[src/rtl/bbtc_pkg.sv]
// Shared types and constants for the block buffer tag cache.
`default_nettype none

package bbtc_pkg;

    localparam int SLOT_W  = 5;
    localparam int IDX_W   = 8;
    localparam int DEV_W   = 8;
    localparam int BLK_W   = 32;
    localparam int TIME_W  = 32;
    localparam int CNT_W   = 8;

    localparam logic [TIME_W-1:0] STAMP_NEVER = '1;
    localparam logic [CNT_W-1:0]  COUNT_MAX   = '1;

    localparam logic [1:0] OP_READ    = 2'd0;
    localparam logic [1:0] OP_RELEASE = 2'd1;
    localparam logic [1:0] OP_PIN     = 2'd2;
    localparam logic [1:0] OP_UNPIN   = 2'd3;

    localparam logic [1:0] ST_OK     = 2'd0;
    localparam logic [1:0] ST_NOFREE = 2'd1;
    localparam logic [1:0] ST_FAULT  = 2'd2;

    typedef struct packed {
        logic [1:0]        op;
        logic [DEV_W-1:0]  device;
        logic [BLK_W-1:0]  block_number;
        logic [SLOT_W-1:0] slot;
        logic [TIME_W-1:0] now;
    } t_req;

    typedef struct packed {
        logic [SLOT_W-1:0] slot_out;
        logic              needs_read;
        logic [1:0]        status;
    } t_rsp;

    // Running scan result handed from cell to cell.
    typedef struct packed {
        logic              hit;
        logic [IDX_W-1:0]  hit_idx;
        logic [CNT_W-1:0]  hit_cnt;
        logic              hit_vld;
        logic              free;
        logic [TIME_W-1:0] best_time;
        logic [IDX_W-1:0]  best_idx;
        logic [CNT_W-1:0]  sel_cnt;
    } t_pkt;

    typedef enum logic [2:0] {
        ACT_NONE = 3'd0,
        ACT_HIT  = 3'd1,
        ACT_FILL = 3'd2,
        ACT_INC  = 3'd3,
        ACT_DEC  = 3'd4,
        ACT_REL  = 3'd5
    } t_act;

    // Write-back command broadcast to all cells.
    typedef struct packed {
        t_act              act;
        logic [IDX_W-1:0]  idx;
        logic [DEV_W-1:0]  device;
        logic [BLK_W-1:0]  block_number;
        logic [TIME_W-1:0] now;
    } t_upd;

endpackage

`default_nettype wire

[src/rtl/bbtc_cell.sv]
// One buffer slot: tag, count, valid and stamp, plus its stage of the scan chain.
`default_nettype none

module bbtc_cell import bbtc_pkg::*; #(
    parameter int IDX = 0
) (
    input  wire logic             i_clk,
    input  wire logic             i_rst_n,
    input  wire logic [DEV_W-1:0] i_dev,
    input  wire logic [BLK_W-1:0] i_blk,
    input  wire logic [IDX_W-1:0] i_sel,
    input  wire t_pkt             i_pkt,
    input  wire t_upd             i_upd,
    output t_pkt                  o_pkt
);

    localparam logic [IDX_W-1:0] MY_IDX = IDX_W'(IDX);

    logic [DEV_W-1:0]  r_dev;
    logic [BLK_W-1:0]  r_blk;
    logic [CNT_W-1:0]  r_cnt;
    logic [TIME_W-1:0] r_time;
    logic              r_vld;
    logic [DEV_W-1:0]  n_dev;
    logic [BLK_W-1:0]  n_blk;
    logic [CNT_W-1:0]  n_cnt;
    logic [TIME_W-1:0] n_time;
    logic              n_vld;
    t_pkt              r_pkt;
    t_pkt              n_pkt;

    // Fold this slot into the running scan result.
    always_comb begin
        n_pkt = i_pkt;
        if (!i_pkt.hit && r_dev == i_dev && r_blk == i_blk) begin
            n_pkt.hit     = 1'b1;
            n_pkt.hit_idx = MY_IDX;
            n_pkt.hit_cnt = r_cnt;
            n_pkt.hit_vld = r_vld;
        end
        if (r_cnt == '0 && r_time < i_pkt.best_time) begin
            n_pkt.free      = 1'b1;
            n_pkt.best_time = r_time;
            n_pkt.best_idx  = MY_IDX;
        end
        if (i_sel == MY_IDX) begin
            n_pkt.sel_cnt = r_cnt;
        end
    end

    always_comb begin
        n_dev  = r_dev;
        n_blk  = r_blk;
        n_cnt  = r_cnt;
        n_time = r_time;
        n_vld  = r_vld;
        if (i_upd.idx == MY_IDX) begin
            unique case (i_upd.act)
                ACT_HIT: begin
                    n_cnt = r_cnt + CNT_W'(1);
                    n_vld = 1'b1;
                end
                ACT_FILL: begin
                    n_dev = i_upd.device;
                    n_blk = i_upd.block_number;
                    n_cnt = CNT_W'(1);
                    n_vld = 1'b1;
                end
                ACT_INC: n_cnt = r_cnt + CNT_W'(1);
                ACT_DEC: n_cnt = r_cnt - CNT_W'(1);
                ACT_REL: begin
                    n_cnt = r_cnt - CNT_W'(1);
                    if (r_cnt == CNT_W'(1)) begin
                        n_time = i_upd.now;
                    end
                end
                default: ;
            endcase
        end
    end

    always_ff @(posedge i_clk) begin
        if (!i_rst_n) begin
            r_dev  <= '0;
            r_blk  <= '0;
            r_cnt  <= '0;
            r_time <= '0;
            r_vld  <= 1'b0;
        end else begin
            r_dev  <= n_dev;
            r_blk  <= n_blk;
            r_cnt  <= n_cnt;
            r_time <= n_time;
            r_vld  <= n_vld;
        end
    end

    always_ff @(posedge i_clk) begin
        r_pkt <= n_pkt;
    end

    assign o_pkt = r_pkt;

endmodule

`default_nettype wire

[config.mk]
export PLATFORM = sky130hd
export DESIGN_NAME = bbtc_cell
export DESIGN_NICKNAME = d
export VERILOG_FILES = /design/src/rtl/bbtc_pkg.sv /design/src/rtl/bbtc_cell.sv
export SDC_FILE = /design/constraint.sdc
export NUM_CORES = 1
export LEC_CHECK = 0
export ABC_AREA = 1
export BUFFER_PORTS_ARGS = -buffer_cell sky130_fd_sc_hd__buf_2
export CORE_MARGIN = 5
export CORE_UTILIZATION = 53
export DETAILED_ROUTE_END_ITERATION = 10
export PLACE_DENSITY = 0.85
export SYNTH_ARGS = -nofsm -noshare
export SYNTH_HDL_FRONTEND = slang
export SYNTH_SLANG_ARGS = --single-unit
[constraint.sdc]
create_clock -name i_clk -period 3.45 [get_ports i_clk]
set_clock_uncertainty 0.05 [all_clocks]
set_input_delay 0.345 -clock i_clk [delete_from_list [all_inputs] [get_ports i_clk]]
set_output_delay 0.345 -clock i_clk [all_outputs]
set_load 0.02 [all_outputs]
======== Yosys cells after proc, flatten, opt, wreduce, memory -nomap -nowiden ========
Index checks and enable logic that the tools add are counted.
word-level totals
  logic and storage cells ................. 43
  register bits after elaboration ......... 148
  output and inout port bits .............. 67
cells by class
  reduce and logical (&&, ||, !) cells .... 15
  eq/ne operators ......................... 8
  $lt $le $gt $ge ......................... 1
  mux-type cells .......................... 4
  add/subtract/negate cells ............... 2
operators with widths
  kind                                                                   count
  40-bit 2-to-1 mux                                                      1
  32-bit equality test                                                   1
  32-bit < comparator                                                    1
  8-bit zero test                                                        3
  8-bit case mux with 3 select lines                                     1
  9-bit 2-to-1 mux                                                       1
  8-bit by 1-bit adder with 8-bit output, second input constant          1
  8-bit by 1-bit equality test with 1-bit output, second input constant  1
  8-bit equality test                                                    1
  8-bit 2-to-1 mux                                                       1
  8-bit by 1-bit subtractor with 8-bit output, second input constant     1
  3-bit by 2-bit equality test with 1-bit output, second input constant  2
  3-bit equality test, second input constant                             2
  2-bit AND reduction                                                    3
  2-bit OR reduction                                                     3
  3-bit by 1-bit equality test with 1-bit output, second input constant  1
  1-bit logical AND                                                      3
  3-bit AND reduction                                                    1
  3-bit nonzero test                                                     1
  1-bit zero test                                                        1

======== Longest topological paths before layout ========
Gate-level depths: netlist (run 1).
  word-level depth ........................ 4
  mapped depth ............................ 15
  gate-level depth less buffers ........... 14

======== Least setup slack after synthesis (run 1) ========
Ideal clock, no wire load.
  kind .................................... input-to-reg
  from .................................... input port i_pkt[47] (netlist bit)
  to ...................................... register r_pkt, in the netlist o_pkt[27]
  stages on the path ...................... 10
  required time ........................... 3.288 ns
  library setup time ...................... 0.112 ns
  arrival ................................. 1.634 ns
  buffers on the path ..................... 1
  setup slack ............................. 1.654 ns
  cell sequence ........................... inv_1 -> ha_1 -> nand4_1 -> nor2_1 -> nand4_1 -> nor2_2 -> nand2_4 -> clkbuf_1 -> nand3_1 -> nand2_1
RTL lines
  item                  RTL line         RTL
  start, declared       bbtc_cell.sv:12  input wire t_pkt i_pkt,
  end signal, assigned  bbtc_cell.sv:99  r_pkt <= n_pkt;
  end, declared         bbtc_cell.sv:29  t_pkt r_pkt;

==> results.md, run 1 <==
* Max-cap viol count at 0
* Largest net degree at the start of global routing at 65
* Total power at 3.84 mW
* Vias/cell at 5.07
* Commonest non-fill, non-tap cell in the layout: buf_2
* Register area at 0.00296 sq mm
* Cts bufs inserted at 17
* Clock-pin slew on the worst setup and hold paths at 60 ps
* R2r worst-path depth at 9
* Final cycle utilization of the critical path at 74.0%
* Critical Path AT at 2850 ps
* Core Region at 0.0132 sq mm
* Multi-input logic area at 0.00343 sq mm
* Global-route wire length before repair at 31000 um
* Synth Area in Compound Gates at 15.4%
* Yosys top cell area share at 41.8%
* Post-cts sizing count at 0
* Launching point of the worst reg2reg path: r_time[31]$_SDFFE_PN0P_
* Setup crit end: o_pkt[36]$_DFF_P_
* Synth Area in Adders at 6.18%
* Distinct cell type count after synthesis at 44
* Largest family of logic cells by synthesized area: simple AND/OR/NAND/NOR gates
* Synth Area in XOR/XNOR at 2.10%
* Power per cell area at 426 mW/mm^2
* Final setup fails at 0
* # fillers at 1081
* Share of cells above drive strength 1 at 31.6%
* Critical Path Start Type: flip-flop
* Max Fclk at 392 MHz
* Port Buffers at 266
* Status: completed
* Yosys warnings at 0
* Hold WC Path Type: in -> reg
* Via Count at 6854
* #FFs+latches synth at 148
* Syn Nets at 1147
* DRT antenna net count at 0
* Slew HR at 35.9%
* Tmin final at 2550 ps
* Critical path class: reg -> reg
* Setup ws final at 897 ps
* Worst VDD drop at 347 uV
* Overall Global Routing Usage at 24.0%
* Mux contribution to synthesized area at 0%
* Async SR Flop Fraction at 0%
* Main synth FF type: dfxtp_1
* Hold Vio Cnt, Final at 0
* DRC errors left at 0
* Most frequent cells in the layout: buf_2, dfxtp_1, nand2_1, nor2_1, inv_1
* Routability cong. at 0.909
* FP Rows at 42
* Simple-gate area share of the yosys netlist at 24.7%
* Seq/Total Area, Yosys at 41.8%
* Setup_tns at 0 ps
* Ports at 267
* TritonCTS clock tree: done
* Cells after Synth at 912
* Max Buffers Root-to-Sink at 2
* Post-route insts no fill at 1352
* Die X at 126 um
* Fin nets at 1397
* Slew at the pin with the worst max-slew slack at 960 ps
* Yosys top cell by area: dfxtp_1
* Area contributors post-synth: dfxtp_1, nand2_1, nor2_1, ha_1, inv_1
* Leak at 4.59 nW
* Drt wl/cell at 14.4 um
* Post-DP HPWL at 14300 um
* Initial antenna violation count at 1
* Required time worst endpoint at 3750 ps
* WL final at 19400 um
* RSZ-0062 raised after global routing: no
* Overflow after GRT at 0
* Starting Density at 53.8%
* Die ar. at 0.0158 sq mm
* RR Endpoint: o_pkt[36]$_DFF_P_
* 1st-pass router iterations at 5
* Post-CTS Hold Buffers at 0
* Mapped cell area at 0.00709 sq mm
* Clock sinks at 148
* Worst-path fanout max at 41
* Drt first-iter violations at 426
* CP startpoint: r_time[31]$_SDFFE_PN0P_
* EDFF count, synth at 0
* H-tree lvl count at 4
* Setup WS pre-CTS at 759 ps
* Vias in the first global route at 6662
* R2r setup slk at 900 ps
* Chip height at 126 um
* Setup bufs post-CTS at 0
* Inst Count DP at 1319
* Avg Inst Size Synth at 7.77 sq um
* Clock latency on the worst-skew pair at 410 ps
* Crit path capture type: flip-flop
* Root Driver: clkbuf_16
* Max Slew Vio Count at 0
* Area Overhead vs Synth at 27.1%
[routing by layer]
metal  share of wire (%)  up-vias  routed length (um)  global-route usage (%)
met2                  49      273                9490                    40.6
met3                 7.3       55                1410                    6.99
met4                 3.4        0                 667                    11.1
li1                    -     3446                   -                       -
met5                   0        -                   0                       0
met1                  40     3080                7860                    28.2
[cell families (layout without fill, tap and decap cells)]
kind of cell | after synthesis | in the layout
AO/OA/AOI/OAI | 161 | 161
flip-flops | 148 | 148
AND/OR/NAND/NOR | 390 | 390
buffers and inverters | 161 | 424
other | 0 | 1
XOR/XNOR | 17 | 17
adder cells (fa/ha/maj) | 35 | 35
[per-stage QoR]
stage	instance area (sq um)	util, %	hold slack, ps
3_3_place_gp	8440	64.0	398
4_1_cts	9010	68.3	52.5
3_5_place_dp	8440	64.0	411
6_report	9010	68.3	68.2
2_1_floorplan	7090	-	386
5_1_grt	9010	68.3	47.1
[cell usage after synthesis (2+ instances only)]
cell	count
xor2_1	6
buf_4	6
nand2_2	19
a211oi_1	6
inv_2	5
ha_1	35
xnor2_1	11
nor3_1	8
nand3_2	2
buf_2	9
a31oi_1	2
nand3_1	53
nand2_4	2
buf_6	8
a21boi_0	8
or2_1	2
nor2_2	3
nand4_1	17
or2_2	7
nand2_1	143
o21ai_0	58
clkbuf_1	16
o22ai_1	2
a21boi_1	8
nor2_1	123
nor4_1	2
inv_1	116
nor2_4	3
a21oi_1	43
dfxtp_1	148
a211oi_2	28
[final cells by class]
cell class	count	share of cell area, %
sequential	148	32.9
multi-input combinational	603	38.1
antenna	1	0.0278
clock buffer	23	5.19
clock inverter	9	1.15
tap	176	2.44
timing repair buffer	270	15.1
inverter	122	5.08
[flip-flops by register name, indices dropped and copies added (netlist names)]
| register | cells |
|---|---|
| o_pkt | 67 |
| r_blk | 32 |
| r_time | 32 |
| r_cnt | 8 |
| r_dev | 8 |
| r_vld | 1 |
[worst min path at each step]
stage | from | endpoint | slack, ps | depth (start not counted)
detailed placement | r_blk[17]$_SDFFE_PN0P_ | r_blk[17]$_SDFFE_PN0P_ | 410 | 2
CTS | i_pkt[48] | o_pkt[48]$_SDFF_PP1_ | 50 | 3
global placement | r_blk[26]$_SDFFE_PN0P_ | r_blk[26]$_SDFFE_PN0P_ | 400 | 2
floorplan | r_blk[26]$_SDFFE_PN0P_ | r_blk[26]$_SDFFE_PN0P_ | 390 | 2
finish | i_pkt[48] | o_pkt[48]$_SDFF_PP1_ | 70 | 3
global route | i_pkt[48] | o_pkt[48]$_SDFF_PP1_ | 50 | 3
[where the power goes]
| group | total, mW | internal [mW] | switching, mW |
|---|---|---|---|
| combinational | 0.316 | 0.143 | 0.173 |
| sequential | 1.74 | 1.73 | 0.00564 |
| clock | 1.79 | 1.10 | 0.687 |
| total | 3.84 | 2.97 | 0.865 |
[worst max-delay path: stages (launching register included)]
cell     delay (ps)
dfxtp_1         330
ha_1            320
nand4_1         130
nor2_1          200
nand4_1         230
nor2_2          210
nand2_4         290
nand2_4         500
nand2_1         120
nand2_1          80
(Power assumes the default switching activity.)
==> run 2, diff against run 1 <==
- CORE_UTILIZATION: 53 -> 45
- PLACE_DENSITY: 0.85 -> 0.77
- clock period: 3.45 -> 2.2 ns (I/O delays scaled with it)
==> results.md, run 2 (same netlist as run 1, synthesis figures left out) <==
* Status: completed
* Setup crit end: o_pkt[42]$_DFF_P_
* Critical path class: in -> reg
* # fillers at 1272
* Worst VDD drop at 673 uV
* DRC errors left at 0
* Crit path capture type: flip-flop
* Max reg flops at 67
* Commonest non-fill, non-tap cell in the layout: buf_2
* Share of cells above drive strength 1 at 31.6%
* Starting Density at 46.3%
* Vias in the first global route at 7138
* Port Buffers at 266
* Root Driver: clkbuf_16
* Hold path startpoint: i_upd[46]
* Internal power at 4.69 mW
* Required time worst endpoint at 2500 ps
* Global-route wire length before repair at 33300 um
* Layout Utilization at 65.7%
* Fin nets at 1485
* Largest net degree at the start of global routing at 65
* Most frequent cells in the layout: buf_2, dfxtp_1, nand2_1, nor2_1, inv_1
* Leak at 5.03 nW
* Initial antenna violation count at 5
* Max Slew Vio Count at 0
* Die X at 136 um
* Placement Cell Area at 0.00862 sq mm
* Clock sinks at 148
* Final setup fails at 0
* Final cycle utilization of the critical path at 97.6%
* Area Overhead vs Synth at 41.9%
* Clock-pin slew on the worst setup and hold paths at 60 ps
* Vias/cell at 4.96
* Drt first-iter violations at 430
* Core Region at 0.0153 sq mm
* Routability cong. at 0.904
* Slew at the pin with the worst max-slew slack at 623 ps
* WL final at 22200 um
* Max Buffers Root-to-Sink at 2
* Via Count at 7310
* Tmin final at 2150 ps
* Overall Global Routing Usage at 22.4%
* DRT antenna net count at 0
* Clock share of power at 45.2%
* Design Area, Final at 0.0101 sq mm
* Die ar. at 0.0184 sq mm
* Ports at 267
* R2r worst-path depth at 9
* Power per cell area at 605 mW/mm^2
* H-tree lvl count at 4
* Max Fclk at 466 MHz
* Sw Ratio at 22.9%
* Launching point of the worst reg2reg path: r_time[29]$_SDFFE_PN0P_
* CP startpoint: i_pkt[39]
* Drt wl/cell at 15.0 um
* Net Sw Power at 1.39 mW
* TritonCTS clock tree: done
* Sequential power share at 44.7%
* Slew HR at 58.4%
* Post-DP HPWL at 15000 um
* FP Rows at 45
* R2r setup slk at 100 ps
* Chip height at 136 um
* Max-cap viol count at 0
* Overflow after GRT at 0
* Combinational share of power at 10.0%
* Critical Path AT at 2450 ps
* Worst-path fanout max at 12
* 1st-pass router iterations at 5
* Hold Vio Cnt, Final at 0
* Critical Path Start Type: input port
* Clock latency on the worst-skew pair at 410 ps
* RR Endpoint: o_pkt[42]$_DFF_P_
* Cts bufs inserted at 17
* Hold WC Path Type: in -> reg
-- run 2: area by class of cell --
class	instances	area (sq um)	area share (%)
Inverter	122	458	4.55
Sequential cell	148	2960	29.4
Multi-Input combinational cell	605	3500	34.8
Tap cell	211	264	2.62
Antenna cell	2	5.00	0.0497
Clock buffer	23	488	4.85
Clock inverter	8	75.1	0.746
Timing Repair Buffer	356	2310	23.0
-- run 2: stage by stage --
step	cells	hold WS [ps]	power [mW]	TNS [ps]	setup WS (ps)
after detailed placement	1367	354	3.28	0	11.3
after floorplan	912	262	3.01	0	466
after global placement	1367	348	3.27	0	80.5
after CTS	1460	0.117	6.11	0	7.72
after global routing	1475	0.623	6.33	-153	-43.0
final	1475	17.5	6.09	0	52.3
-- run 2: what timing repair did --
action,CTS,global route
setup endpoints to repair,0,36
hold endpoints to repair,62,1
gates resized for setup,0,10
setup buffers,0,7
hold buffers,62,1
-- run 2: critical path: stages --
cell	delay (ps)
dlygate4sd3_1	530
buf_2	120
inv_1	40
ha_1	300
a21oi_1	160
o21ai_1	80
nand2_1	130
nand3_4	140
buf_12	160
nor2_4	310
nand3_1	150
nand2_1	100
-- run 2: how the worst min path moves through the flow --
stage / endpoint / slack (ps) / cells after the start
final: r_blk[14]$_SDFFE_PN0P_ / 20 / 3
after detailed placement: o_pkt[48]$_SDFF_PP1_ / 350 / 3
after floorplan: o_pkt[48]$_SDFF_PP1_ / 260 / 2
after global routing: o_pkt[64]$_SDFF_PP0_ / 0.6 / 2
after CTS: o_pkt[7]$_DFF_P_ / 0.1 / 3
after global placement: o_pkt[48]$_SDFF_PP1_ / 350 / 3
-- run 2: power groups by stage --
| stage | Sequential [mW] | Combinational [mW] | Clock [mW] |
|---|---|---|---|
| after floorplan | 2.82 | 0.185 | 0 |
| after CTS | 2.72 | 0.587 | 2.80 |
| after detailed placement | 2.78 | 0.496 | 0 |
| final | 2.72 | 0.611 | 2.75 |
| after global placement | 2.78 | 0.489 | 0 |
| after global routing | 2.72 | 0.672 | 2.94 |
-- run 2: metal layers --
metal  up-vias  part of all wire, %  global-route usage, %
met4         6                  3.4                   8.85
met5         -                 0.15                      0
met3        61                  6.6                   6.35
met1      3324                   40                   26.4
met2       281                   50                   38.6
li1       3638                    -                      -
==> run 3, diff against run 2 <==
- ABC_AREA: 1 -> 0
- CORE_UTILIZATION: 45 -> 44
- GPL_ROUTABILITY_DRIVEN: default -> 1
- PLACE_DENSITY: 0.77 -> 0.76
- TNS_END_PERCENT: default -> 100
==> results.md, run 3 <==
* Clock latency on the worst-skew pair at 420 ps
* Most frequent cell after synthesis: nand2_1
* Cells after Synth at 725
* WL final at 22700 um
* Critical Path AT at 2700 ps
* TritonCTS clock tree: done
* #FFs+latches synth at 148
* # fillers at 1087
* Global-route wire length before repair at 35100 um
* 1st-pass router iterations at 5
* Setup_tns at -8230 ps
* Avg Inst Size Synth at 9.41 sq um
* Synth Area in Compound Gates at 14.3%
* DRC errors left at 0
* Die ar. at 0.0181 sq mm
* Fin nets at 1383
* Worst VDD drop at 495 uV
* Async SR Flop Fraction at 0%
* Mux contribution to synthesized area at 9.46%
* Ports at 267
* Yosys top cell area share at 43.4%
* Largest family of logic cells by synthesized area: simple AND/OR/NAND/NOR gates
* H-tree lvl count at 4
* Crit path capture type: flip-flop
* FP Rows at 45
* Most frequent cells in the layout: buf_2, nand2_1, dfxtp_1, dlygate4sd3_1, a21boi_0
* Multi-input logic area at 0.00362 sq mm
* Layout Utilization at 70.8%
* Vias/cell at 5.03
* Largest net degree at the start of global routing at 46
* Clock sinks at 148
* Distinct cell type count after synthesis at 56
* Port Buffers at 266
* Worst path max stage delay at 350 ps
* Failing checks: negative setup slack
* Yosys warnings at 0
* Max Slew Vio Count at 0
* Leak at 5.14 nW
* Initial antenna violation count at 2
* Area contributors post-synth: dfxtp_1, nand2_1, mux2_4, ha_1, a21boi_0
* Status: finished with violations
* Max Fclk at 408 MHz
* Crit path cell chain: ha_4, a211o_1, a31oi_1, o221ai_1, a211o_1, a41oi_4, buf_12, buf_12, mux2_4
* Die X at 135 um
* Starting Density at 44.9%
* Inst Count DP at 1202
* Seq/Total Area, Yosys at 43.4%
* Syn Nets at 960
* Drt wl/cell at 16.8 um
* Overall Global Routing Usage at 24.6%
* Critical Path Start Type: flip-flop
* Slew at the pin with the worst max-slew slack at 520 ps
* Synth Area in XOR/XNOR at 4.37%
* Clock-pin slew on the worst setup and hold paths at 60 ps
* Chip height at 135 um
* Synth cell count leaders: nand2_1, dfxtp_1, a21boi_0, inv_1, ha_1
* Hold Vio Cnt, Final at 0
* Max-cap viol count at 0
* Share of cells above drive strength 1 at 36.8%
* Cts bufs inserted at 17
* WP buf/inv at 2
* Power per cell area at 622 mW/mm^2
* Area Overhead vs Synth at 57.7%
* Tmin final at 2450 ps
* Core Region at 0.0152 sq mm
* Setup ws final at -252 ps
* Simple-gate area share of the yosys netlist at 16.8%
* Commonest non-fill, non-tap cell in the layout: buf_2
* Hold WC Path Type: in -> reg
* Vias in the first global route at 7044
* Post-DP HPWL at 14200 um
* Worst-path fanout max at 8
* Mapped cell area at 0.00682 sq mm
* Post-route insts no fill at 1350
* Max reg flops at 67
* Root Driver: clkbuf_16
* Slew HR at 64.9%
* Required time worst endpoint at 2450 ps
* Max Buffers Root-to-Sink at 2
* Yosys top cell by area: dfxtp_1
* Drt first-iter violations at 381
* Final setup fails at 41
* Routability cong. at 0.860
* Top delay family on crit path: compound AO/OA/AOI/OAI gates
* Main synth FF type: dfxtp_1
* Overflow after GRT at 0
* RSZ-0062 raised after global routing: yes
* Register area at 0.00297 sq mm
* DRT antenna net count at 0
* Critical path class: reg -> reg
* Final cycle utilization of the critical path at 111%
* Critical path's slowest cell: dfxtp_2
* Synth Area in Adders at 6.42%
* Setup WS pre-CTS at -452 ps
* EDFF count, synth at 0
* Via Count at 6796
==> run 3: cell count changes in the layout (fill, tap and decap cells not counted), moves of 44 or more <==
cell | previous run | this run
nand3_1 | 53 | 8
inv_1 | 116 | 41
dlygate4sd3_1 | 63 | 108
nor2_1 | 122 | 13
o21ai_0 | 57 | 12
a21boi_0 | 8 | 52
==> run 3: worst paths after layout <==
| path | start | endpoint | slack (ps) | cells past startpoint |
|---|---|---|---|---|
| setup / recovery | r_time[2]$_SDFFE_PN0P_ | o_pkt[46]$_DFF_P_ | -250 | 9 |
| hold / removal | i_upd[22] | r_time[22]$_SDFFE_PN0P_ | 10 | 3 |
| setup reg to reg | r_time[2]$_SDFFE_PN0P_ | o_pkt[46]$_DFF_P_ | -250 | 9 |
| hold reg to reg | r_dev[6]$_SDFFE_PN0P_ | r_dev[6]$_SDFFE_PN0P_ | 400 | 2 |
==> run 3: repair_timing <==
item / CTS / global route
gates resized for setup: 18 / 10
hold buffers: 108 / 0
endpoints found under the setup margin: 50 / 50
hold endpoints to repair: 108 / 0
pin swaps: 5 / 5
gates cloned: 3 / 0
buffers inserted: 3 / 1
==> run 3: kinds of logic (layout without fill, tap and decap cells) <==
| kind of cell | after synthesis | after routing |
|---|---|---|
| compound gates | 135 | 135 |
| xor+xnor | 34 | 34 |
| fa+ha+maj | 35 | 35 |
| buf+inv | 77 | 512 |
| flops | 148 | 148 |
| mux | 47 | 47 |
| other cells | 0 | 2 |
| simple gates | 249 | 249 |
==> run 3: worst register-to-register path: cells and delay by family (launching register included) <==
kind	cells	cell delay, ps
flops	1	350
compound gates	5	1110
fa+ha+maj	1	200
mux	1	310
buf+inv	2	310
==> run 3: area by class of cell <==
class	instances	share of cell area, %
Clock buffer	22	4.41
Inverter	41	1.43
Tap cell	188	2.19
Multi-Input combinational cell	500	33.7
Clock inverter	9	1.85
Antenna cell	2	0.0465
Timing Repair Buffer	440	28.8
Sequential cell	148	27.6
==> run 3: metrics by stage <==
step	hold WS [ps]	total power, mW	instance area, sq um
after floorplan	277	2.97	6840
after global placement	365	3.24	8750
after detailed placement	377	3.25	8750
after CTS	1.27	6.71	10700
after global routing	5.80	6.94	10800
final	14.2	6.69	10800
==> run 3: power by group <==
group / internal [mW] / total, mW / switching, mW
combinational: 0.384 / 0.660 / 0.276
sequential: 2.71 / 2.72 / 0.00781
clock: 2.21 / 3.31 / 1.10
==> run 3: per-layer routing <==
metal | up-vias | wire (um) | global-route usage [%]
met1 | 3168 | 8490 | 26.6
met5 | - | 20 | 0
met4 | 2 | 705 | 9.79
met3 | 57 | 1330 | 6.97
met2 | 266 | 12200 | 45.1
li1 | 3303 | - | -
